$ cat src/rtl/min_max_pixel_normalizer_assert.svh
// Assertion macros used by the top-level file that checks this block.
`ifndef MIN_MAX_PIXEL_NORMALIZER_ASSERT_SVH
`define MIN_MAX_PIXEL_NORMALIZER_ASSERT_SVH

// The consequent must hold in the same cycle as the antecedent.
`define MMPN_ASSERT_SAME(label, clk, rst_n, ante, cons, msg) \
    label: assert property (@(posedge clk) disable iff (!rst_n) (ante) |-> (cons)) \
        else $error(msg);

// The consequent must hold in the cycle after the antecedent.
`define MMPN_ASSERT_NEXT(label, clk, rst_n, ante, cons, msg) \
    label: assert property (@(posedge clk) disable iff (!rst_n) (ante) |=> (cons)) \
        else $error(msg);

`endif

$ cat src/rtl/mmpn_pkg.sv
`timescale 1ns / 1ps

package mmpn_pkg;

    localparam int MAX_PIXELS  = 65536;
    localparam int ADDR_W      = $clog2(MAX_PIXELS);
    localparam int CNT_W       = ADDR_W + 1;
    localparam int PIX_W       = 16;
    localparam int NORM_W      = 8;
    localparam int NUM_W       = PIX_W + NORM_W;
    localparam int QUEUE_DEPTH = 4;
    localparam int QPTR_W      = $clog2(QUEUE_DEPTH);
    localparam int QCNT_W      = QPTR_W + 1;
    localparam int STEP_W      = $clog2(NORM_W);

    localparam logic REQ_LOAD = 1'b0;
    localparam logic REQ_READ = 1'b1;

    typedef struct packed {
        logic [PIX_W-1:0] pix;
        logic [PIX_W-1:0] min;
        logic [PIX_W-1:0] range;
        logic             last;
        logic             flat;
    } cmd_t;

endpackage

$ cat src/rtl/mmpn_queue.sv
`timescale 1ns / 1ps

module mmpn_queue (
    input  logic           clk,
    input  logic           rst_n,
    input  logic           push_valid,
    input  mmpn_pkg::cmd_t push_data,
    output logic           push_ready,
    output logic           pop_valid,
    output mmpn_pkg::cmd_t pop_data,
    input  logic           pop_ready
);

    mmpn_pkg::cmd_t                entries [mmpn_pkg::QUEUE_DEPTH];
    logic [mmpn_pkg::QPTR_W-1:0]   wr_ptr_reg;
    logic [mmpn_pkg::QPTR_W-1:0]   rd_ptr_reg;
    logic [mmpn_pkg::QCNT_W-1:0]   cnt_reg;
    logic                          do_push;
    logic                          do_pop;

    assign push_ready = (cnt_reg != mmpn_pkg::QCNT_W'(mmpn_pkg::QUEUE_DEPTH));
    assign pop_valid  = (cnt_reg != '0);
    assign pop_data   = entries[rd_ptr_reg];
    assign do_push    = push_valid && push_ready;
    assign do_pop     = pop_valid && pop_ready;

    always_ff @(posedge clk or negedge rst_n) begin
        if (!rst_n) begin
            wr_ptr_reg <= '0;
            rd_ptr_reg <= '0;
            cnt_reg    <= '0;
        end else begin
            if (do_push) begin
                wr_ptr_reg <= wr_ptr_reg + mmpn_pkg::QPTR_W'(1);
            end
            if (do_pop) begin
                rd_ptr_reg <= rd_ptr_reg + mmpn_pkg::QPTR_W'(1);
            end
            if (do_push && !do_pop) begin
                cnt_reg <= cnt_reg + mmpn_pkg::QCNT_W'(1);
            end else if (do_pop && !do_push) begin
                cnt_reg <= cnt_reg - mmpn_pkg::QCNT_W'(1);
            end
        end
    end

    always_ff @(posedge clk) begin
        if (do_push) begin
            entries[wr_ptr_reg] <= push_data;
        end
    end

endmodule

$ cat config.mk
export PLATFORM = sky130hd
export DESIGN_NAME = mmpn_queue
export DESIGN_NICKNAME = d
export VERILOG_FILES = /design/src/rtl/min_max_pixel_normalizer_assert.svh /design/src/rtl/mmpn_pkg.sv /design/src/rtl/mmpn_queue.sv
export SDC_FILE = /design/constraint.sdc
export NUM_CORES = 1
export LEC_CHECK = 0
export ABC_AREA = 1
export BUFFER_PORTS_ARGS = -buffer_cell sky130_fd_sc_hd__buf_4
export CORE_MARGIN = 10
export CORE_UTILIZATION = 55
export DETAILED_ROUTE_END_ITERATION = 16
export PLACE_DENSITY = 0.76
export SLEW_MARGIN = 30
export SYNTH_ARGS = -nofsm -noshare
export SYNTH_HDL_FRONTEND = slang
export SYNTH_SLANG_ARGS = --single-unit
$ cat constraint.sdc
create_clock -name clk -period 5.05 [get_ports clk]
set_input_delay 0.2525 -clock clk [delete_from_list [all_inputs] [get_ports clk]]
set_output_delay 0.2525 -clock clk [all_outputs]
set_load 0.02 [all_outputs]
After elaboration in Yosys (flattened, before gate mapping)
Memories as Yosys holds them, arrays and structs flattened.
Cells that the tools add are included.
{ "classes": {"add_sub_neg": 4, "n_eq_ne": 1, "muxes": 4, "n_reduce_logical": 8} }
{ "ops": {"columns": ["cell", "n"], "rows": [
  ["$mux W3", 2],
  ["$add A2 B1 Y2 const B", 2],
  ["$logic_and A1 B1 Y1", 4],
  ["$add A3 B1 Y3 const B", 1],
  ["$ne A3 B3 Y1 const B", 1],
  ["$reduce_bool A3 Y1", 1],
  ["$sub A3 B1 Y3 const B", 1],
  ["$logic_not A1 Y1", 2],
  ["$mux W1", 2],
  ["$reduce_bool A2 Y1", 1]
]} }
{ "totals": {"ff_bits": 7, "ram_bits": 200, "inputBits": 54, "word_cells": 21, "memories": 1} }
{ "mem_list": {"columns": ["name", "depth", "word_bits", "read_ports", "rd_clocked_by_memory_dff", "wr", "line", "rtl"], "rows": [
  ["entries", 4, 50, 1, 0, 1, "mmpn_queue.sv:14", "mmpn_pkg::cmd_t entries [mmpn_pkg::QUEUE_DEPTH];"]
]} }

Logic depth before layout (Yosys ltp)
{ "depth": {"depth_word": 6, "mapped_depth": 12} }

Worst setup path before layout
No wires, ideal clock.
{ "synth_timing": {"path_type": "register to register", "from": "register cnt_reg[0] in the netlist's numbering", "to": "memory entries[0][0] in the netlist's numbering, enable pin", "setup_time_ns": 0.458, "arrival_ns": 3.028, "t_required_ns": 4.592, "slack_ns": 1.564, "stages_incl_launch_ff": 5, "n_path_buf": 0, "synth_period_minus_slack_ns": 3.486, "cell_sequence": "dfrtp_1 > inv_1 > nand3_1 > nand2_1 > nor2_1"} }
{ "synth_between": {"elab_chain_cells": 4} }
{ "synth_rtl": {"columns": ["item", "line", "rtl"], "rows": [
  ["from (decl)", "mmpn_queue.sv:17", "logic [mmpn_pkg::QCNT_W-1:0] cnt_reg;"],
  ["from (signal assigned)", "mmpn_queue.sv:40", "cnt_reg <= cnt_reg + mmpn_pkg::QCNT_W'(1);"],
  ["from (signal assigned)", "mmpn_queue.sv:42", "cnt_reg <= cnt_reg - mmpn_pkg::QCNT_W'(1);"],
  ["$ne A3 B3 Y1", "mmpn_queue.sv:21", "assign push_ready = (cnt_reg != mmpn_pkg::QCNT_W'(mmpn_pkg::QUEUE_DEPTH));"],
  ["via push_ready", "mmpn_queue.sv:8", "output logic push_ready,"],
  ["$logic_and A1 B1 Y1", "mmpn_queue.sv:24", "assign do_push = push_valid && push_ready;"],
  ["$mux W1", "mmpn_queue.sv:48", "if (do_push) begin"],
  ["$mux W1 (not written as such)", "mmpn_queue.sv:49", "entries[wr_ptr_reg] <= push_data;"],
  ["to (decl)", "mmpn_queue.sv:14", null]
]} }
The timed path passes the listed nets, and every way through them passes these cells.

==> impl_metrics.env <==
export IMPL_cp_num_cells=6
export IMPL_layout_commonest_cell="edfxtp_1"
export IMPL_grt_pass1_wl_mm=27.03
export IMPL_reg2reg_from="cnt_reg[0]"
export IMPL_largest_reg_flops=200
export IMPL_cpMaxStageDelayCell="inv_8"
export IMPL_crit_end="pop_data[5]"
export IMPL_ys_ff_latch=207
export IMPL_dieHeight_um=144.5
export IMPL_yosys_area_top_type="edfxtp_1"
export IMPL_dr_pass1_iters=5
export IMPL_reg2reg_slack_ns=2.45
export IMPL_synth_edf_count=200
export IMPL_finalCritPeriodShare_pct=58.43
export IMPL_layout_common_cells="200 x edfxtp_1, 167 x nand2_1, 114 x inv_1, 111 x buf_4, 84 x o211ai_1"
export IMPL_maxSlewHeadroom_pct=41.75
export IMPL_fin_nets=855
export IMPL_drc=0
export IMPL_core_area_mm2=0.01520
export IMPL_critPathLaunch="rd_ptr_reg[0]"
export IMPL_syn2layout_area_growth_pct=22.89
export IMPL_gp_congestion=0.7400
export IMPL_tritoncts="yes"
export IMPL_status="complete, no violations"
export IMPL_wl_met3_mm=1.028
export IMPL_synth_area_leaders="edfxtp_1 70%, o211ai_1 7.4%, nand2_1 7.4%, inv_1 5.0%, buf_6 2.8%"
export IMPL_dp_cells=910
export IMPL_drive_above_1_share_pct=20.27
export IMPL_crit_buf_inv=3
export IMPL_dieArea_mm2=0.02087
export IMPL_diodes=0
export IMPL_grt_use_total_pct=16.53
export IMPL_grt_setup_unrepaired="false"
export IMPL_cts_resized=0
export IMPL_syn_nets=703
export IMPL_wl_met1_mm=7.030
export IMPL_clk_path_buf_depth=3
export IMPL_drtAntennaViolNets=0
export IMPL_drv_cap=0
export IMPL_io_pins=106
export IMPL_crit_family="buffers and inverters"
export IMPL_cts_root_buf="clkbuf_16"
export IMPL_hold_viol_final=0
export IMPL_p_per_area_mw_per_mm2=586.6
export IMPL_worstMarginPinSlew_ns=0.8738
export IMPL_crit_path_max_incr_delay_ns=0.59
export IMPL_yosysWarningCount=0
export IMPL_fp_dieW_um=144.5
export IMPL_clk_pin_slew_ns=0.06
export IMPL_clock_sinks=207
export IMPL_antenna_found_initial=0
export IMPL_wl_per_cell_um=17.37
export IMPL_dpl_hpwl_mm=10.35
export IMPL_start_kind="flip-flop"
export IMPL_first_global_vias=5330
export IMPL_cp_end_kind="primary output"
export IMPL_critPathKind="flip-flop to primary output"
export IMPL_rows=45
export IMPL_fin_setup_tns_ns=0
export IMPL_io_buffers=105
export IMPL_hp_class="input pin to flip-flop"
export IMPL_vias=5200
export IMPL_first_iter_violations=418
export IMPL_r2r_end="entries[3][6]"
export IMPL_avgSynthCellArea_um2=13.25
export IMPL_max_freq_mhz=338.9
export IMPL_synth_top_area_share_pct=70.47
export IMPL_routed_via_density=5.216
export IMPL_critPathRequiredTime_ns=4.80
export IMPL_cp_arrival_ns=2.70
export IMPL_finalWirelength_mm=17.32
export IMPL_final_cells=997
export IMPL_peakVddDrop_uv=368.3
export IMPL_synthCells=643
export IMPL_cts_setup_buffers=0
export IMPL_grt_max_degree=160
export IMPL_report_final_setup_viol=0
export IMPL_h_tree_depth=1
export IMPL_clock_skew_ns=0.01164
export IMPL_overflow=0
export IMPL_power_mw=6.143
export IMPL_synth_area_mm2=0.008522
export IMPL_path_cells="inv_8, buf_4, nand2_1, o211ai_1, nand2_1, buf_4"
export IMPL_leakagePower_nw=4.284
export IMPL_synth_main_ff_cell="edfxtp_1"
export IMPL_dr_wl_met2_mm=8.875
export IMPL_hold_buffers=51
export IMPL_finalCriticalPeriod_ns=2.951
export IMPL_top_layer_used="met4"
export IMPL_timing_final_max_slew_violations=0
export IMPL_cp_max_fo=159
export IMPL_initial_core_util_pct=56.06
export IMPL_clock_latency_ns=0.49
export IMPL_async_reset_ff_share_pct=3.382
export IMPL_yosysSeqAreaShare_pct=72.53
export IMPL_numCtsBuffers=20
export IMPL_yosysUniqueCellTypes=17
export IMPL_worst_r2r_path_depth=5
## cell families after synthesis
| kind of cell | Yosys count | synth area share [%] |
|---|---|---|
| XOR/XNOR | 1 | 0.1028 |
| adder cells (fa/ha/maj) | 6 | 0.9690 |
| buffers and inverters | 149 | 8.574 |
| AO/OA/AOI/OAI | 101 | 9.808 |
| flip-flops | 207 | 72.53 |
| AND/OR/NAND/NOR | 179 | 8.016 |
## worst min path at each step
stage / end / cells past startpoint / slack, ns / startpoint
floorplan: cnt_reg[0] / 0 / -0.04 / rst_n
global placement: rd_ptr_reg[0] / 1 / 0.07 / rst_n
detailed placement: rd_ptr_reg[0] / 1 / 0.07 / rst_n
CTS: wr_ptr_reg[1] / 3 / 0.01 / push_valid
global route: wr_ptr_reg[1] / 3 / 0.03 / push_valid
finish: wr_ptr_reg[1] / 3 / 0.02 / push_valid
## Yosys cell counts (2+ instances only)
cell,instances
inv_2,2
dfrtp_1,7
nand2_1,167
ha_1,5
edfxtp_1,200
o211ai_1,84
inv_1,114
nand3_1,7
nor2_1,4
buf_6,21
o211ai_2,16
buf_2,11
## layer usage
metal	GRT usage, %	vias to the layer above
met5	0	-
met4	5.798	0
met3	3.542	33
met2	29.19	141
met1	19.46	2489
li1	-	2537
## stage by stage
stage,hold WS [ns],instance area (µm²),util (%),setup slack [ns]
after floorplan,-0.04309,8522,-,1.564
after global placement,0.07006,9331,61.38,2.507
after detailed placement,0.07303,9361,61.58,2.449
after CTS,0.01051,10470,68.87,2.072
after global routing,0.03139,10470,68.89,1.921
final,0.01931,10470,68.89,2.099
## cell type report
type                            instances  area [µm²]
Inverter                              116       445.4
Clock inverter                         12       61.31
Fill cell                            1043        4730
Multi-Input combinational cell        287        1640
Timing Repair Buffer                  163        1371
Clock buffer                           24       536.8
Tap cell                              188       235.2
Sequential cell                       207        6182
## where the power goes
group          leakage, nW  total (mW)  internal [mW]  switching [mW]
Clock                0.296        1.35          0.760           0.590
Sequential            1.92        2.36           2.26           0.102
Combinational         2.07        2.43          0.841            1.59
## tightest hold or removal path, stage by stage
cell	delay, ns
buf_4	0.09
nand3_1	0.07
nand2_1	0.06
(Power assumes the default switching activity.)
