[src/rtl/min_max_pixel_normalizer_assert.svh]
// Assertion macros used by the top-level file that checks this block.
`ifndef MIN_MAX_PIXEL_NORMALIZER_ASSERT_SVH
`define MIN_MAX_PIXEL_NORMALIZER_ASSERT_SVH

// The consequent must hold in the same cycle as the antecedent.
`define MMPN_ASSERT_SAME(label, clk, rst_n, ante, cons, msg) \
    label: assert property (@(posedge clk) disable iff (!rst_n) (ante) |-> (cons)) \
        else $error(msg);

// The consequent must hold in the cycle after the antecedent.
`define MMPN_ASSERT_NEXT(label, clk, rst_n, ante, cons, msg) \
    label: assert property (@(posedge clk) disable iff (!rst_n) (ante) |=> (cons)) \
        else $error(msg);

`endif

[src/rtl/mmpn_pkg.sv]
`timescale 1ns / 1ps

package mmpn_pkg;

    localparam int MAX_PIXELS  = 65536;
    localparam int ADDR_W      = $clog2(MAX_PIXELS);
    localparam int CNT_W       = ADDR_W + 1;
    localparam int PIX_W       = 16;
    localparam int NORM_W      = 8;
    localparam int NUM_W       = PIX_W + NORM_W;
    localparam int QUEUE_DEPTH = 4;
    localparam int QPTR_W      = $clog2(QUEUE_DEPTH);
    localparam int QCNT_W      = QPTR_W + 1;
    localparam int STEP_W      = $clog2(NORM_W);

    localparam logic REQ_LOAD = 1'b0;
    localparam logic REQ_READ = 1'b1;

    typedef struct packed {
        logic [PIX_W-1:0] pix;
        logic [PIX_W-1:0] min;
        logic [PIX_W-1:0] range;
        logic             last;
        logic             flat;
    } cmd_t;

endpackage

[src/rtl/mmpn_channels.sv]


interface mmpn_out_if;
    logic                        valid;
    logic                        ready;
    logic [mmpn_pkg::NORM_W-1:0] norm_value;
    logic                        out_last;
    logic                        flat_frame;

    modport source (output valid, output norm_value, output out_last, output flat_frame,
                    input ready);
    modport sink (input valid, input norm_value, input out_last, input flat_frame,
                  output ready);
endinterface

[src/rtl/mmpn_back.sv]
`timescale 1ns / 1ps

module mmpn_back (
    input  logic           clk,
    input  logic           rst_n,
    input  logic           cmd_valid,
    input  mmpn_pkg::cmd_t cmd,
    output logic           cmd_ready,
    mmpn_out_if.source     rsp
);

    typedef enum logic [1:0] {
        S_IDLE,
        S_SCALE,
        S_DIV,
        S_FINISH
    } state_t;

    state_t                        state_reg;
    logic                          out_valid_reg;
    logic [mmpn_pkg::PIX_W-1:0]    d_reg;
    logic [mmpn_pkg::PIX_W-1:0]    range_reg;
    logic [mmpn_pkg::NUM_W-1:0]    rem_reg;
    logic [mmpn_pkg::NUM_W-1:0]    div_reg;
    logic [mmpn_pkg::NORM_W-1:0]   q_reg;
    logic [mmpn_pkg::STEP_W-1:0]   step_reg;
    logic                          last_reg;
    logic                          flat_reg;
    logic [mmpn_pkg::NORM_W-1:0]   norm_out_reg;
    logic                          last_out_reg;
    logic                          flat_out_reg;

    logic [mmpn_pkg::NUM_W:0]      trial;
    logic                          fits;
    logic                          out_free;
    logic                          take;
    logic                          emit;

    assign trial     = {1'b0, rem_reg} - {1'b0, div_reg};
    assign fits      = !trial[mmpn_pkg::NUM_W];
    assign out_free  = !out_valid_reg || rsp.ready;
    assign cmd_ready = (state_reg == S_IDLE);
    assign take      = cmd_valid && cmd_ready;
    assign emit      = (state_reg == S_FINISH) && out_free;

    always_ff @(posedge clk or negedge rst_n) begin
        if (!rst_n) begin
            state_reg     <= S_IDLE;
            out_valid_reg <= 1'b0;
        end else begin
            if (emit) begin
                out_valid_reg <= 1'b1;
            end else if (rsp.ready) begin
                out_valid_reg <= 1'b0;
            end
            unique case (state_reg)
                S_IDLE: begin
                    if (cmd_valid) begin
                        state_reg <= S_SCALE;
                    end
                end
                S_SCALE: begin
                    state_reg <= flat_reg ? S_FINISH : S_DIV;
                end
                S_DIV: begin
                    if (step_reg == '0) begin
                        state_reg <= S_FINISH;
                    end
                end
                S_FINISH: begin
                    if (out_free) begin
                        state_reg <= S_IDLE;
                    end
                end
                default: begin
                    state_reg <= S_IDLE;
                end
            endcase
        end
    end

    // The quotient never exceeds 255, so eight restoring steps cover it.
    always_ff @(posedge clk) begin
        if (take) begin
            d_reg     <= (cmd.pix >= cmd.min) ? cmd.pix - cmd.min : '0;
            range_reg <= cmd.range;
            last_reg  <= cmd.last;
            flat_reg  <= cmd.flat;
        end
        if (state_reg == S_SCALE) begin
            rem_reg  <= {d_reg, mmpn_pkg::NORM_W'(0)} - mmpn_pkg::NUM_W'(d_reg);
            div_reg  <= mmpn_pkg::NUM_W'({range_reg, (mmpn_pkg::NORM_W - 1)'(0)});
            q_reg    <= '0;
            step_reg <= mmpn_pkg::STEP_W'(mmpn_pkg::NORM_W - 1);
        end
        if (state_reg == S_DIV) begin
            if (fits) begin
                rem_reg <= trial[mmpn_pkg::NUM_W-1:0];
            end
            div_reg  <= div_reg >> 1;
            q_reg    <= {q_reg[mmpn_pkg::NORM_W-2:0], fits};
            step_reg <= step_reg - mmpn_pkg::STEP_W'(1);
        end
        if (emit) begin
            norm_out_reg <= q_reg;
            last_out_reg <= last_reg;
            flat_out_reg <= flat_reg;
        end
    end

    assign rsp.valid      = out_valid_reg;
    assign rsp.norm_value = norm_out_reg;
    assign rsp.out_last   = last_out_reg;
    assign rsp.flat_frame = flat_out_reg;

endmodule

[src/flat_wrapper.sv]
// flat-port wrapper written by rule: the top's interface ports become plain ports
module mmpn_back_flat 
  (clk, rst_n, cmd_valid, cmd, cmd_ready, rsp_valid, rsp_norm_value, rsp_out_last, rsp_flat_frame, rsp_ready);
  mmpn_out_if rsp_i ();
  input  logic clk;
  input  logic rst_n;
  input  logic cmd_valid;
  input  mmpn_pkg::cmd_t cmd;
  output logic cmd_ready;
  output wire logic [$bits(rsp_i.valid)-1:0] rsp_valid;
  output wire logic [$bits(rsp_i.norm_value)-1:0] rsp_norm_value;
  output wire logic [$bits(rsp_i.out_last)-1:0] rsp_out_last;
  output wire logic [$bits(rsp_i.flat_frame)-1:0] rsp_flat_frame;
  input wire logic [$bits(rsp_i.ready)-1:0] rsp_ready;
  assign rsp_valid = rsp_i.valid;
  assign rsp_norm_value = rsp_i.norm_value;
  assign rsp_out_last = rsp_i.out_last;
  assign rsp_flat_frame = rsp_i.flat_frame;
  assign rsp_i.ready = rsp_ready;
  mmpn_back u_core (.clk(clk), .rst_n(rst_n), .cmd_valid(cmd_valid), .cmd(cmd), .cmd_ready(cmd_ready), .rsp(rsp_i));
endmodule
[config.mk]
export PLATFORM = sky130hd
export DESIGN_NAME = mmpn_back_flat
export DESIGN_NICKNAME = d
export VERILOG_FILES = /design/src/rtl/min_max_pixel_normalizer_assert.svh /design/src/rtl/mmpn_pkg.sv /design/src/rtl/mmpn_channels.sv /design/src/rtl/mmpn_back.sv /design/src/flat_wrapper.sv
export SDC_FILE = /design/constraint.sdc
export NUM_CORES = 1
export LEC_CHECK = 0
export CAP_MARGIN = 20
export CORE_UTILIZATION = 55
export CTS_CLUSTER_SIZE = 40
export DETAILED_ROUTE_END_ITERATION = 8
export DONT_BUFFER_PORTS = 1
export MAX_ROUTING_LAYER = met4
export PLACE_DENSITY = 0.69
export SLEW_MARGIN = 0
export SYNTH_ARGS = -nofsm -noshare
export SYNTH_HDL_FRONTEND = slang
export SYNTH_SLANG_ARGS = --single-unit
export TNS_END_PERCENT = 10
[constraint.sdc]
create_clock -name clk -period 6.2 [get_ports clk]
set_clock_uncertainty 0.1 [all_clocks]
set_input_delay 0.31 -clock clk [delete_from_list [all_inputs] [get_ports clk]]
set_output_delay 0.31 -clock clk [all_outputs]
set_load 0.01 [all_outputs]
After elaboration in Yosys (flattened, before gate mapping)
Index checks and enable logic that the tools add are counted.

Register bits after elaboration: 105. Memory bits (writable): 0. Word-level logic and storage cells: 51. Input port bits: 54. Output and inout bits: 12. Memories kept: 0. Bits in latches: 0. Bits in read-only memories: 0.

Reduce and logical (&&, ||, !) cells: 10. Bitwise operators: 0. Divide/modulo/power cells: 0. Shift-type cells: 0. Multiply operators: 0. Eq/ne operators: 6. Add/subtract/negate cells: 4. Order comparisons: 1. Muxes and demuxes: 16.

Operator list (count): 2-to-1 mux 24 bit (3); subtractor 24 x 23 -> 25 bit (1); subtractor 24 x 16 -> 24 bit (1); 2-to-1 mux 23 bit (1); 2-to-1 mux 22 bit (1); greater-or-equal comparator 16 bit (1); 2-to-1 mux 8 bit (2); subtractor 16 bit (1); case mux 2 bit (4 select lines) (1); 2-to-1 mux 2 bit (3); 2-to-1 mux 3 bit (2); == test 2 bit, second input constant (2); inequality test 2 x 1 -> 1 bit, second input constant (2); nonzero test 2 bit (2); zero test 3 bit (1); 2-to-1 mux 1 bit (3); AND reduction 3 bit (1); subtractor 3 x 1 -> 3 bit, second input constant (1); == test 2 x 1 -> 1 bit, second input constant (1); logical AND 1 bit (2); zero test 1 bit (2); zero test 2 bit (1); inequality test 2 bit, second input constant (1); logical OR 1 bit (1).

Longest topological paths before layout
Gate-level depths: netlist of run 1.

Depth in word-level cells: 4. Depth in mapped cells: 13. Depth with buffers taken out: 11.

Least setup slack after synthesis of run 1
No wires, ideal clock.

Path kind: register to register. Start: register u_core.div_reg[0] in the netlist's numbering. End: register u_core.rem_reg[23] in the netlist's numbering. Slack: 3.561 ns. Path buffers: 1. Library setup time: 0.073 ns. Stages on the path, launching flop included: 12. Period minus slack after synthesis: 2.639 ns. Required time: 6.027 ns. Arrival: 2.465 ns. Cell sequence: edfxtp_1 > ha_1 > fa_1 > nor2b_1 > o31a_2 > o211ai_2 > a21boi_2 > a22oi_2 > a211oi_2 > buf_6 > or3b_1 > o211ai_2.

Longest elaborated chain between the ends: 3.

Ends and longest elaborated chain: start, declared (line mmpn_back.sv:24) `logic [mmpn_pkg::NUM_W-1:0] div_reg;`; start signal, assigned (line mmpn_back.sv:92) `div_reg <= mmpn_pkg::NUM_W'({range_reg, (mmpn_pkg::NORM_W - 1)'(0)});`; start signal, assigned (line mmpn_back.sv:100) `div_reg <= div_reg >> 1;`; subtractor 24 x 23 -> 25 bit (line mmpn_back.sv:39) `assign trial = {1'b0, rem_reg} - {1'b0, div_reg};`; 2-to-1 mux 24 bit (line mmpn_back.sv:97) `if (fits) begin`; 2-to-1 mux 24 bit (line mmpn_back.sv:96) `if (state_reg == S_DIV) begin`; end signal, assigned (line mmpn_back.sv:91) `rem_reg <= {d_reg, mmpn_pkg::NORM_W'(0)} - mmpn_pkg::NUM_W'(d_reg);`; end signal, assigned (line mmpn_back.sv:98) `rem_reg <= trial[mmpn_pkg::NUM_W-1:0];`; end, declared (line mmpn_back.sv:23) `logic [mmpn_pkg::NUM_W-1:0] rem_reg;`.

Every way passes these cells. A chain may end at the register's enable or synchronous reset.

Worst setup path in the final report of run 1
Start: register u_core.state_reg[0]. End: register u_core.rem_reg[21] in the netlist's numbering.

Longest elaborated chain between the ends: 4. Elaborated cells between the ends (all ways): 5. Classes of those cells: eq/ne (2); mux (3).

Ends and longest elaborated chain: start, declared (line mmpn_back.sv:19) `state_t state_reg;`; start signal, assigned (line mmpn_back.sv:63) `state_reg <= flat_reg ? S_FINISH : S_DIV;`; == test 2 x 1 -> 1 bit (line mmpn_back.sv:90) `if (state_reg == S_SCALE) begin`; 2-to-1 mux 24 bit (line mmpn_back.sv:90); 2-to-1 mux 24 bit (line mmpn_back.sv:97); 2-to-1 mux 24 bit * (line mmpn_back.sv:96).

Every way passes the cells marked *; elsewhere a longest branch is shown, timed or not.

==> impl_metrics.yaml, run 1 <==
yosys:
  yosysWarnings: 0
  yosysTopAreaCell: "edfxtp_1"
  synth_cell_types: 64
  netlist_top_cells_area: "edfxtp_1 (35%), ha_1 (10%), dfxtp_1 (7.2%), inv_1 (3.9%), xnor2_1 (3.8%)"
  synth_area_per_cell_um2: 10.2
  synthXorXnorAreaFrac: 0.0540
  synth_top_cell_area_share: 0.352
  synth_edf_count: 78
  post_synth_and_or_nand_nor_area_fraction: 0.123
  synthFlopType: "edfxtp_1"
  ys_seq_area_frac: 0.436
  syn_area_mm2: 0.00665
  synth.net_count: 761
  synth_top_family_by_area: "compound AO/OA/AOI/OAI gates"
  ys_ff_latch: 105
  synth_mux_area_frac: 0.0512
  synth_compound_area_frac: 0.177
  synth_adder_area_share: 0.108
  synthCells: 651
  synthArstFlopShare: 0.0286
final_layout:
  fillers: 940
  layout-drive-gt1-share: 0.0831
  nets: 779
  mostFrequentLayoutCells: "edfxtp_1 (78), inv_1 (69), ha_1 (54)"
  area_delta_synth_final_pct: 9.46
  mostFrequentLayoutCell: "edfxtp_1"
  largest_reg_flops: 24
  n_antenna_cell: 0
flow_run:
  drv_cap: 0
setup_path:
  crit_type: "reg -> reg"
  cp.required_ns: 6.40
  start_kind: "flop"
  crit_path_end_kind: "flop"
  arrival_ns: 3.56
  cp_max_fo: 47
floorplanning:
  chipWidth_um: 112
  ios: 66
  dieArea_mm2: 0.0125
  rows: 39
  die_h_um: 112
  start_util: 0.573
  core_mm2: 0.0116
timing:
  min_period_ns: 3.36
  fmax_mhz: 297
  slew_headroom: 0.314
  holdWs_ns: 0.0370
  finalCritPeriodShare: 0.542
  rsz0062_at_grt: "false"
  slew_viol_final: 0
  setup-violations-final: 0
  finalHoldViolCount: 0
  tns_ns: 0
  tightest_slew_ns: 1.03
cts:
  clk_latency_ns: 0.36
  cts.repair.resized: 0
  root_buffer: "clkbuf_16"
  cts.sinks: 105
  h-tree-depth: 3
  cts_made_buffers: 9
  clockBufferDepth: 2
  cts_tree: "yes"
  clk_pin_slew_ns: 0.07
global_route:
  grt_pass1_wl_mm: 21.2
  track_usage: 0.220
  grt-ovfl-total: 0
  grt_antenna_before_repair: 0
  grt_pass1_vias: 4583
  grt_max_degree: 48
place:
  hpwl_mm: 9.19
  place_congestion: 0.902
  portBuffers: 0
power_and_ir_drop:
  p_per_area_mw_per_mm2: 561
  power_leakage_uw: 0.00300
  ir_drop_mv: 0.285
route:
  drt_iter0_markers: 270
  vias_per_cell: 5.72
  drc: 1
  vias: 4675
  wire_per_inst_um: 15.3
  dr.pass1.iters: 7
  detail-route-antenna-nets: 0
  routed_wl_mm: 12.5
hold_path:
  hold_path_class: "in -> reg"
run_status:
  status: "complete, but fails checks"
  violations: "DRC"
==> layer usage <==
layer / vias up / wire (um) / GRT usage
met2: 105 / 5820 / 0.349
met3: 18 / 502 / 0.0544
met1: 2151 / 5930 / 0.272
li1: 2401 / - / -
met4: 0 / 242 / 0.0791
met5: - / 0 / -
==> where the power goes <==
group | leakage (uW) | internal [uW] | switching [uW]
Combinational | 0.00187 | 935 | 1270
Clock | 0.000146 | 316 | 259
Sequential | 0.000981 | 1140 | 156
Total | 0.00300 | 2400 | 1690
==> per-stage QoR <==
step	setup slack, ns	area, um2	instances	total power [uW]	utilization
4_1_cts	2.82	7280	817	4100	0.627
2_1_floorplan	3.56	6650	651	3060	-
3_5_place_dp	2.84	6790	782	3490	0.584
3_3_place_gp	2.94	6790	782	3430	0.584
5_1_grt	2.55	7280	817	4420	0.627
6_report	2.84	7280	817	4080	0.627
==> final cells by class <==
cell class / count / area, um2 / area share
multi-input cells: 461 / 3420 / 0.470
flip-flops and latches: 105 / 2900 / 0.398
inverters: 69 / 259 / 0.0356
clock buffers: 9 / 225 / 0.0309
repair buffers: 23 / 220 / 0.0302
well taps: 143 / 179 / 0.0246
clock inverters: 7 / 80.1 / 0.0110
==> worst max-delay path: stages, from the launching register on <==
cell and delay, ns:
dfrtp_1 0.40, inv_1 0.12, ha_1 0.85, inv_1 0.52, a211oi_4 0.28, buf_4 0.43, or4b_1 0.50, nand3_1 0.09
==> synthesized netlist by cell type, types with 5 or more instances <==
master    number
o21ai_0       26
a311oi_1       5
nand2b_1       8
nor2b_1       14
xnor2_1       29
nor3_1        15
a31oi_1        6
a21o_1        23
dfxtp_1       24
mux2i_1       16
nand2_1       38
xor2_1        12
a211oi_1      12
a21oi_1       48
buf_2          6
clkbuf_1       7
inv_1         69
edfxtp_1      78
and2_1         9
ha_1          54
mux2_2        16
o21a_1        11
nor2_1        42
nand3_1        7
==> worst paths after layout <==
check	startpoint	endpoint	slack (ns)	cells past startpoint
min in group asynchronous	rst_n	u_core.state_reg[0]$_DFFE_PN0P_	0.10	1
worst max register to register	u_core.state_reg[0]$_DFFE_PN0P_	u_core.rem_reg[21]$_DFF_P_	2.84	7
worst min-delay path	rsp_ready	u_core.rsp.valid$_DFFE_PN0P_	0.04	2
max in group asynchronous	rst_n	u_core.rsp.valid$_DFFE_PN0P_	5.74	1
worst max-delay path	u_core.state_reg[0]$_DFFE_PN0P_	u_core.rem_reg[21]$_DFF_P_	2.84	7
worst min register to register	u_core.q_reg[7]$_SDFFCE_PN0P_	u_core.rsp.norm_value[7]$_DFFE_PP_	0.32	0
==> cells by family (layout without fill, tap and decap cells) <==
logic type | count (synthesis) | in the layout
flops | 105 | 105
fa+ha+maj | 56 | 56
simple gates | 158 | 158
xor+xnor | 41 | 41
compound gates | 174 | 174
buf+inv | 85 | 108
mux | 32 | 32
==> what timing repair did <==
action                                 CTS  global route
hold buffers                            19             0
endpoints found under the hold margin   21             0
buffers inserted                         0             0
No activity file was read; power rests on OpenSTA's default activity.
==> inputs of run 2 (changes only) <==
==> constraint.sdc (replaced) <==
create_clock -name clk -period 3.2 [get_ports clk]
set_clock_uncertainty 0.1 [all_clocks]
set_input_delay 0.16 -clock clk [delete_from_list [all_inputs] [get_ports clk]]
set_output_delay 0.16 -clock clk [all_outputs]
set_load 0.01 [all_outputs]
==> run 2 against run 1 <==
  * Worst setup slack lost 2.6 ns
  * Sequential share of layout area down 0.27 points
  * Largest cell class unchanged
  * Critical path type unchanged
  * The flow still finishes with violations (DRC)
  * Maximum frequency is 15% higher
==> impl_metrics.yaml, run 2 (synthesis gave the netlist of run 1 again) <==
run_status:
  violations: "DRC"
  status: "complete, but fails checks"
power_and_ir_drop:
  pwr-share-seq: 0.317
  pwr-share-comb: 0.552
  power_leakage_uw: 0.00302
  p_per_area_mw_per_mm2: 1090
  p_int_uw: 4660
  p_sw_uw: 3300
  switching_share: 0.415
  ir_drop_mv: 0.665
  power_frac_clock: 0.132
  power_uw: 7960
timing:
  setup-violations-final: 0
  rsz0062_at_grt: "false"
  min_period_ns: 2.93
  tightest_slew_ns: 0.784
  fmax_mhz: 341
  finalHoldViolCount: 0
  slew_viol_final: 0
  finalCritPeriodShare: 0.916
  tns_ns: 0
  slew_headroom: 0.477
cts:
  cts_made_buffers: 9
  clk_latency_ns: 0.36
  clockBufferDepth: 2
  root_buffer: "clkbuf_16"
  clk_pin_slew_ns: 0.07
  cts_tree: "yes"
  cts.sinks: 105
  h-tree-depth: 3
  cts.repair.resized: 0
floorplanning:
  rows: 39
  start_util: 0.573
  dieArea_mm2: 0.0125
  chipWidth_um: 112
  die_h_um: 112
  ios: 66
  core_mm2: 0.0116
setup_path:
  reg2reg_slack_ns: 0.27
  crit_path_end_kind: "flop"
  r2r_start: "u_core.div_reg[0]$_SDFFCE_PN0P_"
  start_kind: "flop"
  crit_type: "reg -> reg"
  r2r_cells: 11
  arrival_ns: 3.09
  cp.required_ns: 3.36
  rr_endpoint: "u_core.rem_reg[17]$_DFF_P_"
  worstSetupStartpoint: "u_core.div_reg[0]$_SDFFCE_PN0P_"
  cp_max_fo: 12
route:
  drc: 1
  drt_iter0_markers: 270
  detail-route-antenna-nets: 0
  vias_per_cell: 5.75
  wire_per_inst_um: 15.7
  dr.pass1.iters: 7
  vias: 4734
  routed_wl_mm: 12.9
final_layout:
  mostFrequentLayoutCell: "edfxtp_1"
  fillers: 958
  mostFrequentLayoutCells: "edfxtp_1 (78), inv_1 (69), ha_1 (54)"
  area_delta_synth_final_pct: 10.2
  nets: 785
  layout-drive-gt1-share: 0.0882
  largest_reg_flops: 24
  n_antenna_cell: 0
global_route:
  grt_pass1_vias: 4679
  track_usage: 0.230
  grt_antenna_before_repair: 0
  grt_max_degree: 39
  grt-ovfl-total: 0
  grt_pass1_wl_mm: 22.3
hold_path:
  hold_start: "cmd[19]"
  hold_path_class: "in -> reg"
  hold_depth: 2
  min_delay_worst_endpoint: "u_core.d_reg[1]$_SDFFCE_PN0P_"
flow_run:
  drv_cap: 0
place:
  hpwl_mm: 9.58
  portBuffers: 0
  place_congestion: 0.927
run 2: cell count changes in the layout (fill, tap and decap cells not counted), sizes merged:
cell,before,now
buf,4,8
bufinv,1,0
clkbuf,9,10
clkinv,4,2
clkinvlp,1,2
dlygate4sd3,19,21
inv,70,71
run 2: critical path: stages (launching register included):
cell and delay, ns:
edfxtp_1 0.37, ha_1 0.23, fa_1 0.40, nor2b_1 0.16
o31a_2 0.19, o211ai_2 0.13, a21boi_2 0.28, a22oi_2 0.15
a211oi_4 0.32, buf_4 0.27, a211oi_1 0.07, a21o_1 0.17
run 2: layout make-up:
| class | instances | area [um2] | share of cell area |
|---|---|---|---|
| Timing Repair Buffer | 29 | 295 | 0.0403 |
| Tap cell | 143 | 179 | 0.0244 |
| Multi-Input combinational cell | 461 | 3420 | 0.466 |
| Clock buffer | 10 | 239 | 0.0326 |
| Sequential cell | 105 | 2900 | 0.395 |
| Clock inverter | 6 | 41.3 | 0.00563 |
| Inverter | 69 | 259 | 0.0353 |
run 2: layer usage:
layer	vias up	GRT usage	wire length, um
met5	-	-	0
met4	0	0.0684	163
met3	14	0.0430	480
met2	102	0.377	6200
met1	2206	0.289	6060
li1	2412	-	-
run 2: metrics by stage:
stage                     instances  utilization  hold slack (ns)  setup slack, ns  instance area (um2)
after global routing            823        0.631           0.0601           0.0575                 7330
final                           823        0.631           0.0534            0.269                 7330
after floorplan                 651            -           -0.236            0.561                 6650
after detailed placement        786        0.589           -0.235            0.252                 6840
after CTS                       823        0.631           0.0390            0.254                 7330
after global placement          786        0.589           -0.236            0.342                 6840
run 2: power groups by stage:
| stage | combinational (uW) | sequential (uW) | clock (uW) |
|---|---|---|---|
| floorplan | 3470 | 2450 | 0 |
| global placement | 4200 | 2530 | 0 |
| detailed placement | 4330 | 2550 | 0 |
| CTS | 4380 | 2530 | 1070 |
| global route | 4940 | 2590 | 1110 |
| finish | 4390 | 2520 | 1050 |
run 2: how the worst max path moves through the flow:
stage                                  to  slack [ns]
6_report       u_core.rem_reg[17]$_DFF_P_        0.27
5_1_grt        u_core.rem_reg[21]$_DFF_P_        0.06
4_1_cts        u_core.rem_reg[17]$_DFF_P_        0.25
3_5_place_dp   u_core.rem_reg[17]$_DFF_P_        0.25
3_3_place_gp   u_core.rem_reg[21]$_DFF_P_        0.34
2_1_floorplan  u_core.rem_reg[23]$_DFF_P_        0.56
run 2: what timing repair did:
action,4_1_cts,5_1_grt
buffers inserted,0,0
hold buffers,21,0
hold endpoints to repair,22,0
==> inputs of run 3 (changes only) <==
--- a/config.mk
+++ b/config.mk
@@ -6,12 +6,13 @@
 export NUM_CORES = 1
 export LEC_CHECK = 0
 export CAP_MARGIN = 20
-export CORE_UTILIZATION = 55
+export CORE_UTILIZATION = 40
 export CTS_CLUSTER_SIZE = 40
 export DETAILED_ROUTE_END_ITERATION = 8
 export DONT_BUFFER_PORTS = 1
 export MAX_ROUTING_LAYER = met4
-export PLACE_DENSITY = 0.69
+export PLACE_DENSITY = 0.53
+export SKIP_CTS_REPAIR_TIMING = 1
 export SLEW_MARGIN = 0
 export SYNTH_ARGS = -nofsm -noshare
 export SYNTH_HDL_FRONTEND = slang
==> run 3 against run 2 <==
  * Die area up 37%
  * Largest cell class unchanged
  * Cell count up 8.9%
  * Count of clock-buffer cells in the layout down 1
  * Non-clock buffer count unchanged
  * Power up 0.54%
  * The flow now finishes without violations
  * Highest routed layer unchanged
  * Hold slack worse by 0.015 ns
==> impl_metrics.yaml, run 3 (synthesis gave the netlist of run 1 again) <==
global_route:
  grt-ovfl-total: 0
  grt_max_degree: 40
  grt_pass1_vias: 4604
  track_usage: 0.171
  grt_antenna_before_repair: 0
  grt_pass1_wl_mm: 22.0
floorplanning:
  core_mm2: 0.0161
  rows: 46
  die_h_um: 131
  ios: 66
  chipWidth_um: 131
  dieArea_mm2: 0.0171
  start_util: 0.414
power_and_ir_drop:
  power_leakage_uw: 0.00303
  pwr-share-seq: 0.315
  power_uw: 8000
  ir_drop_mv: 0.380
  power_frac_clock: 0.139
  p_int_uw: 4630
  pwr-share-comb: 0.545
  p_per_area_mw_per_mm2: 1080
  p_sw_uw: 3370
  switching_share: 0.422
setup_path:
  max_stage_delay_ns: 0.47
  crit_chain: "ha_1 > fa_1 > nor2b_1 > o31a_2 > o211ai_2 > a21boi_2 > a22oi_2 > a211oi_4 > or4b_1 > nand3_1"
  cp_max_fo: 5
  start_kind: "flop"
  critical_path_buf_inv_count: 0
  reg2reg_slack_ns: 0.17
  arrival_ns: 3.24
  crit_path_end_kind: "flop"
  crit_type: "reg -> reg"
  cp.required_ns: 3.41
  slowest_stage: "or4b_1"
  crit_family: "compound AO/OA/AOI/OAI gates"
cts:
  h-tree-depth: 3
  root_buffer: "clkbuf_16"
  cts_tree: "yes"
  clockBufferDepth: 2
  cts.sinks: 105
  cts_made_buffers: 9
  clk_latency_ns: 0.36
  clk_pin_slew_ns: 0.08
timing:
  rsz0062_at_grt: "false"
  setup-violations-final: 0
  min_period_ns: 3.03
  slew_viol_final: 0
  tns_ns: 0
  holdWs_ns: 0.0382
  finalCritPeriodShare: 0.948
  tightest_slew_ns: 0.572
  fmax_mhz: 330
  finalHoldViolCount: 0
  slew_headroom: 0.619
final_layout:
  mostFrequentLayoutCells: "edfxtp_1 (78), inv_1 (69), ha_1 (54)"
  largest_reg_flops: 24
  n_antenna_cell: 0
  area_delta_synth_final_pct: 11.6
  mostFrequentLayoutCell: "edfxtp_1"
  layout-drive-gt1-share: 0.0897
  fillers: 1517
  final_cell_area_mm2: 0.00742
  nets: 785
route:
  dr.pass1.iters: 4
  vias: 4727
  wire_per_inst_um: 15.0
  drc: 0
  drt_iter0_markers: 278
  detail-route-antenna-nets: 0
  vias_per_cell: 5.28
  routed_wl_mm: 13.4
place:
  hpwl_mm: 10.1
  dpl_cell_area_mm2: 0.00692
  portBuffers: 0
  place_congestion: 0.824
hold_path:
  hold_path_class: "in -> reg"
run_status:
  status: "completed"
flow_run:
  drv_cap: 0
run 3: cell types whose count changed in the layout (fill, tap and decap cells not counted):
cell	before	now
buf_12	2	1
inv_6	1	2
buf_4	6	7
clkinv_4	0	2
clkinv_1	1	0
clkinvlp_2	1	0
clkbuf_8	1	0
clkinv_2	1	0
clkinvlp_4	1	0
inv_8	1	3
run 3: worst register-to-register path: stages, from the launching register on:
cell and delay (ns):
edfxtp_1 0.38, ha_1 0.24, fa_1 0.42, nor2b_1 0.16
o31a_2 0.20, o211ai_2 0.14, a21boi_2 0.29, a22oi_2 0.16
a211oi_4 0.34, or4b_1 0.47, nand3_1 0.09
run 3: per-stage QoR:
| stage | instances | worst slack [ns] | utilization |
|---|---|---|---|
| finish | 896 | 0.167 | 0.462 |
| global route | 896 | 0.0251 | 0.462 |
| CTS | 875 | 0.158 | 0.449 |
| detailed placement | 859 | 0.167 | 0.431 |
| global placement | 859 | 0.269 | 0.431 |
| floorplan | 651 | 0.561 | - |
run 3: power groups by stage:
stage | sequential (uW) | combinational [uW] | clock (uW)
finish | 2520 | 4370 | 1120
global route | 2590 | 4920 | 1190
CTS | 2530 | 4390 | 1150
detailed placement | 2560 | 4350 | 0
global placement | 2540 | 4240 | 0
floorplan | 2450 | 3470 | 0
run 3: final cells by class:
cell class,count,area (um2),share of cell area
repair buffers,29,283,0.0381
well taps,216,270,0.0364
multi-input cells,461,3420,0.461
flip-flops and latches,105,2900,0.390
clock buffers,9,225,0.0303
clock inverters,7,68.8,0.00927
inverters,69,259,0.0349
run 3: metal layers:
| metal | share of wire | vias to the layer above | GRT usage |
|---|---|---|---|
| met5 | 0 | - | - |
| met4 | 0.015 | 0 | 0.0642 |
| met3 | 0.030 | 14 | 0.0297 |
| met2 | 0.49 | 67 | 0.285 |
| met1 | 0.47 | 2241 | 0.206 |
| li1 | - | 2405 | - |
run 3: final timing paths:
path	startpoint	to	cells past startpoint
max	u_core.div_reg[0]$_SDFFCE_PN0P_	u_core.rem_reg[21]$_DFF_P_	10
min	cmd[18]	u_core.d_reg[0]$_SDFFCE_PN0P_	2
max reg2reg	u_core.div_reg[0]$_SDFFCE_PN0P_	u_core.rem_reg[21]$_DFF_P_	10
min reg2reg	u_core.q_reg[4]$_SDFFCE_PN0P_	u_core.rsp.norm_value[4]$_DFFE_PP_	0
max in group asynchronous	rst_n	u_core.state_reg[1]$_DFFE_PN0P_	2
min in group asynchronous	rst_n	u_core.rsp.valid$_DFFE_PN0P_	2
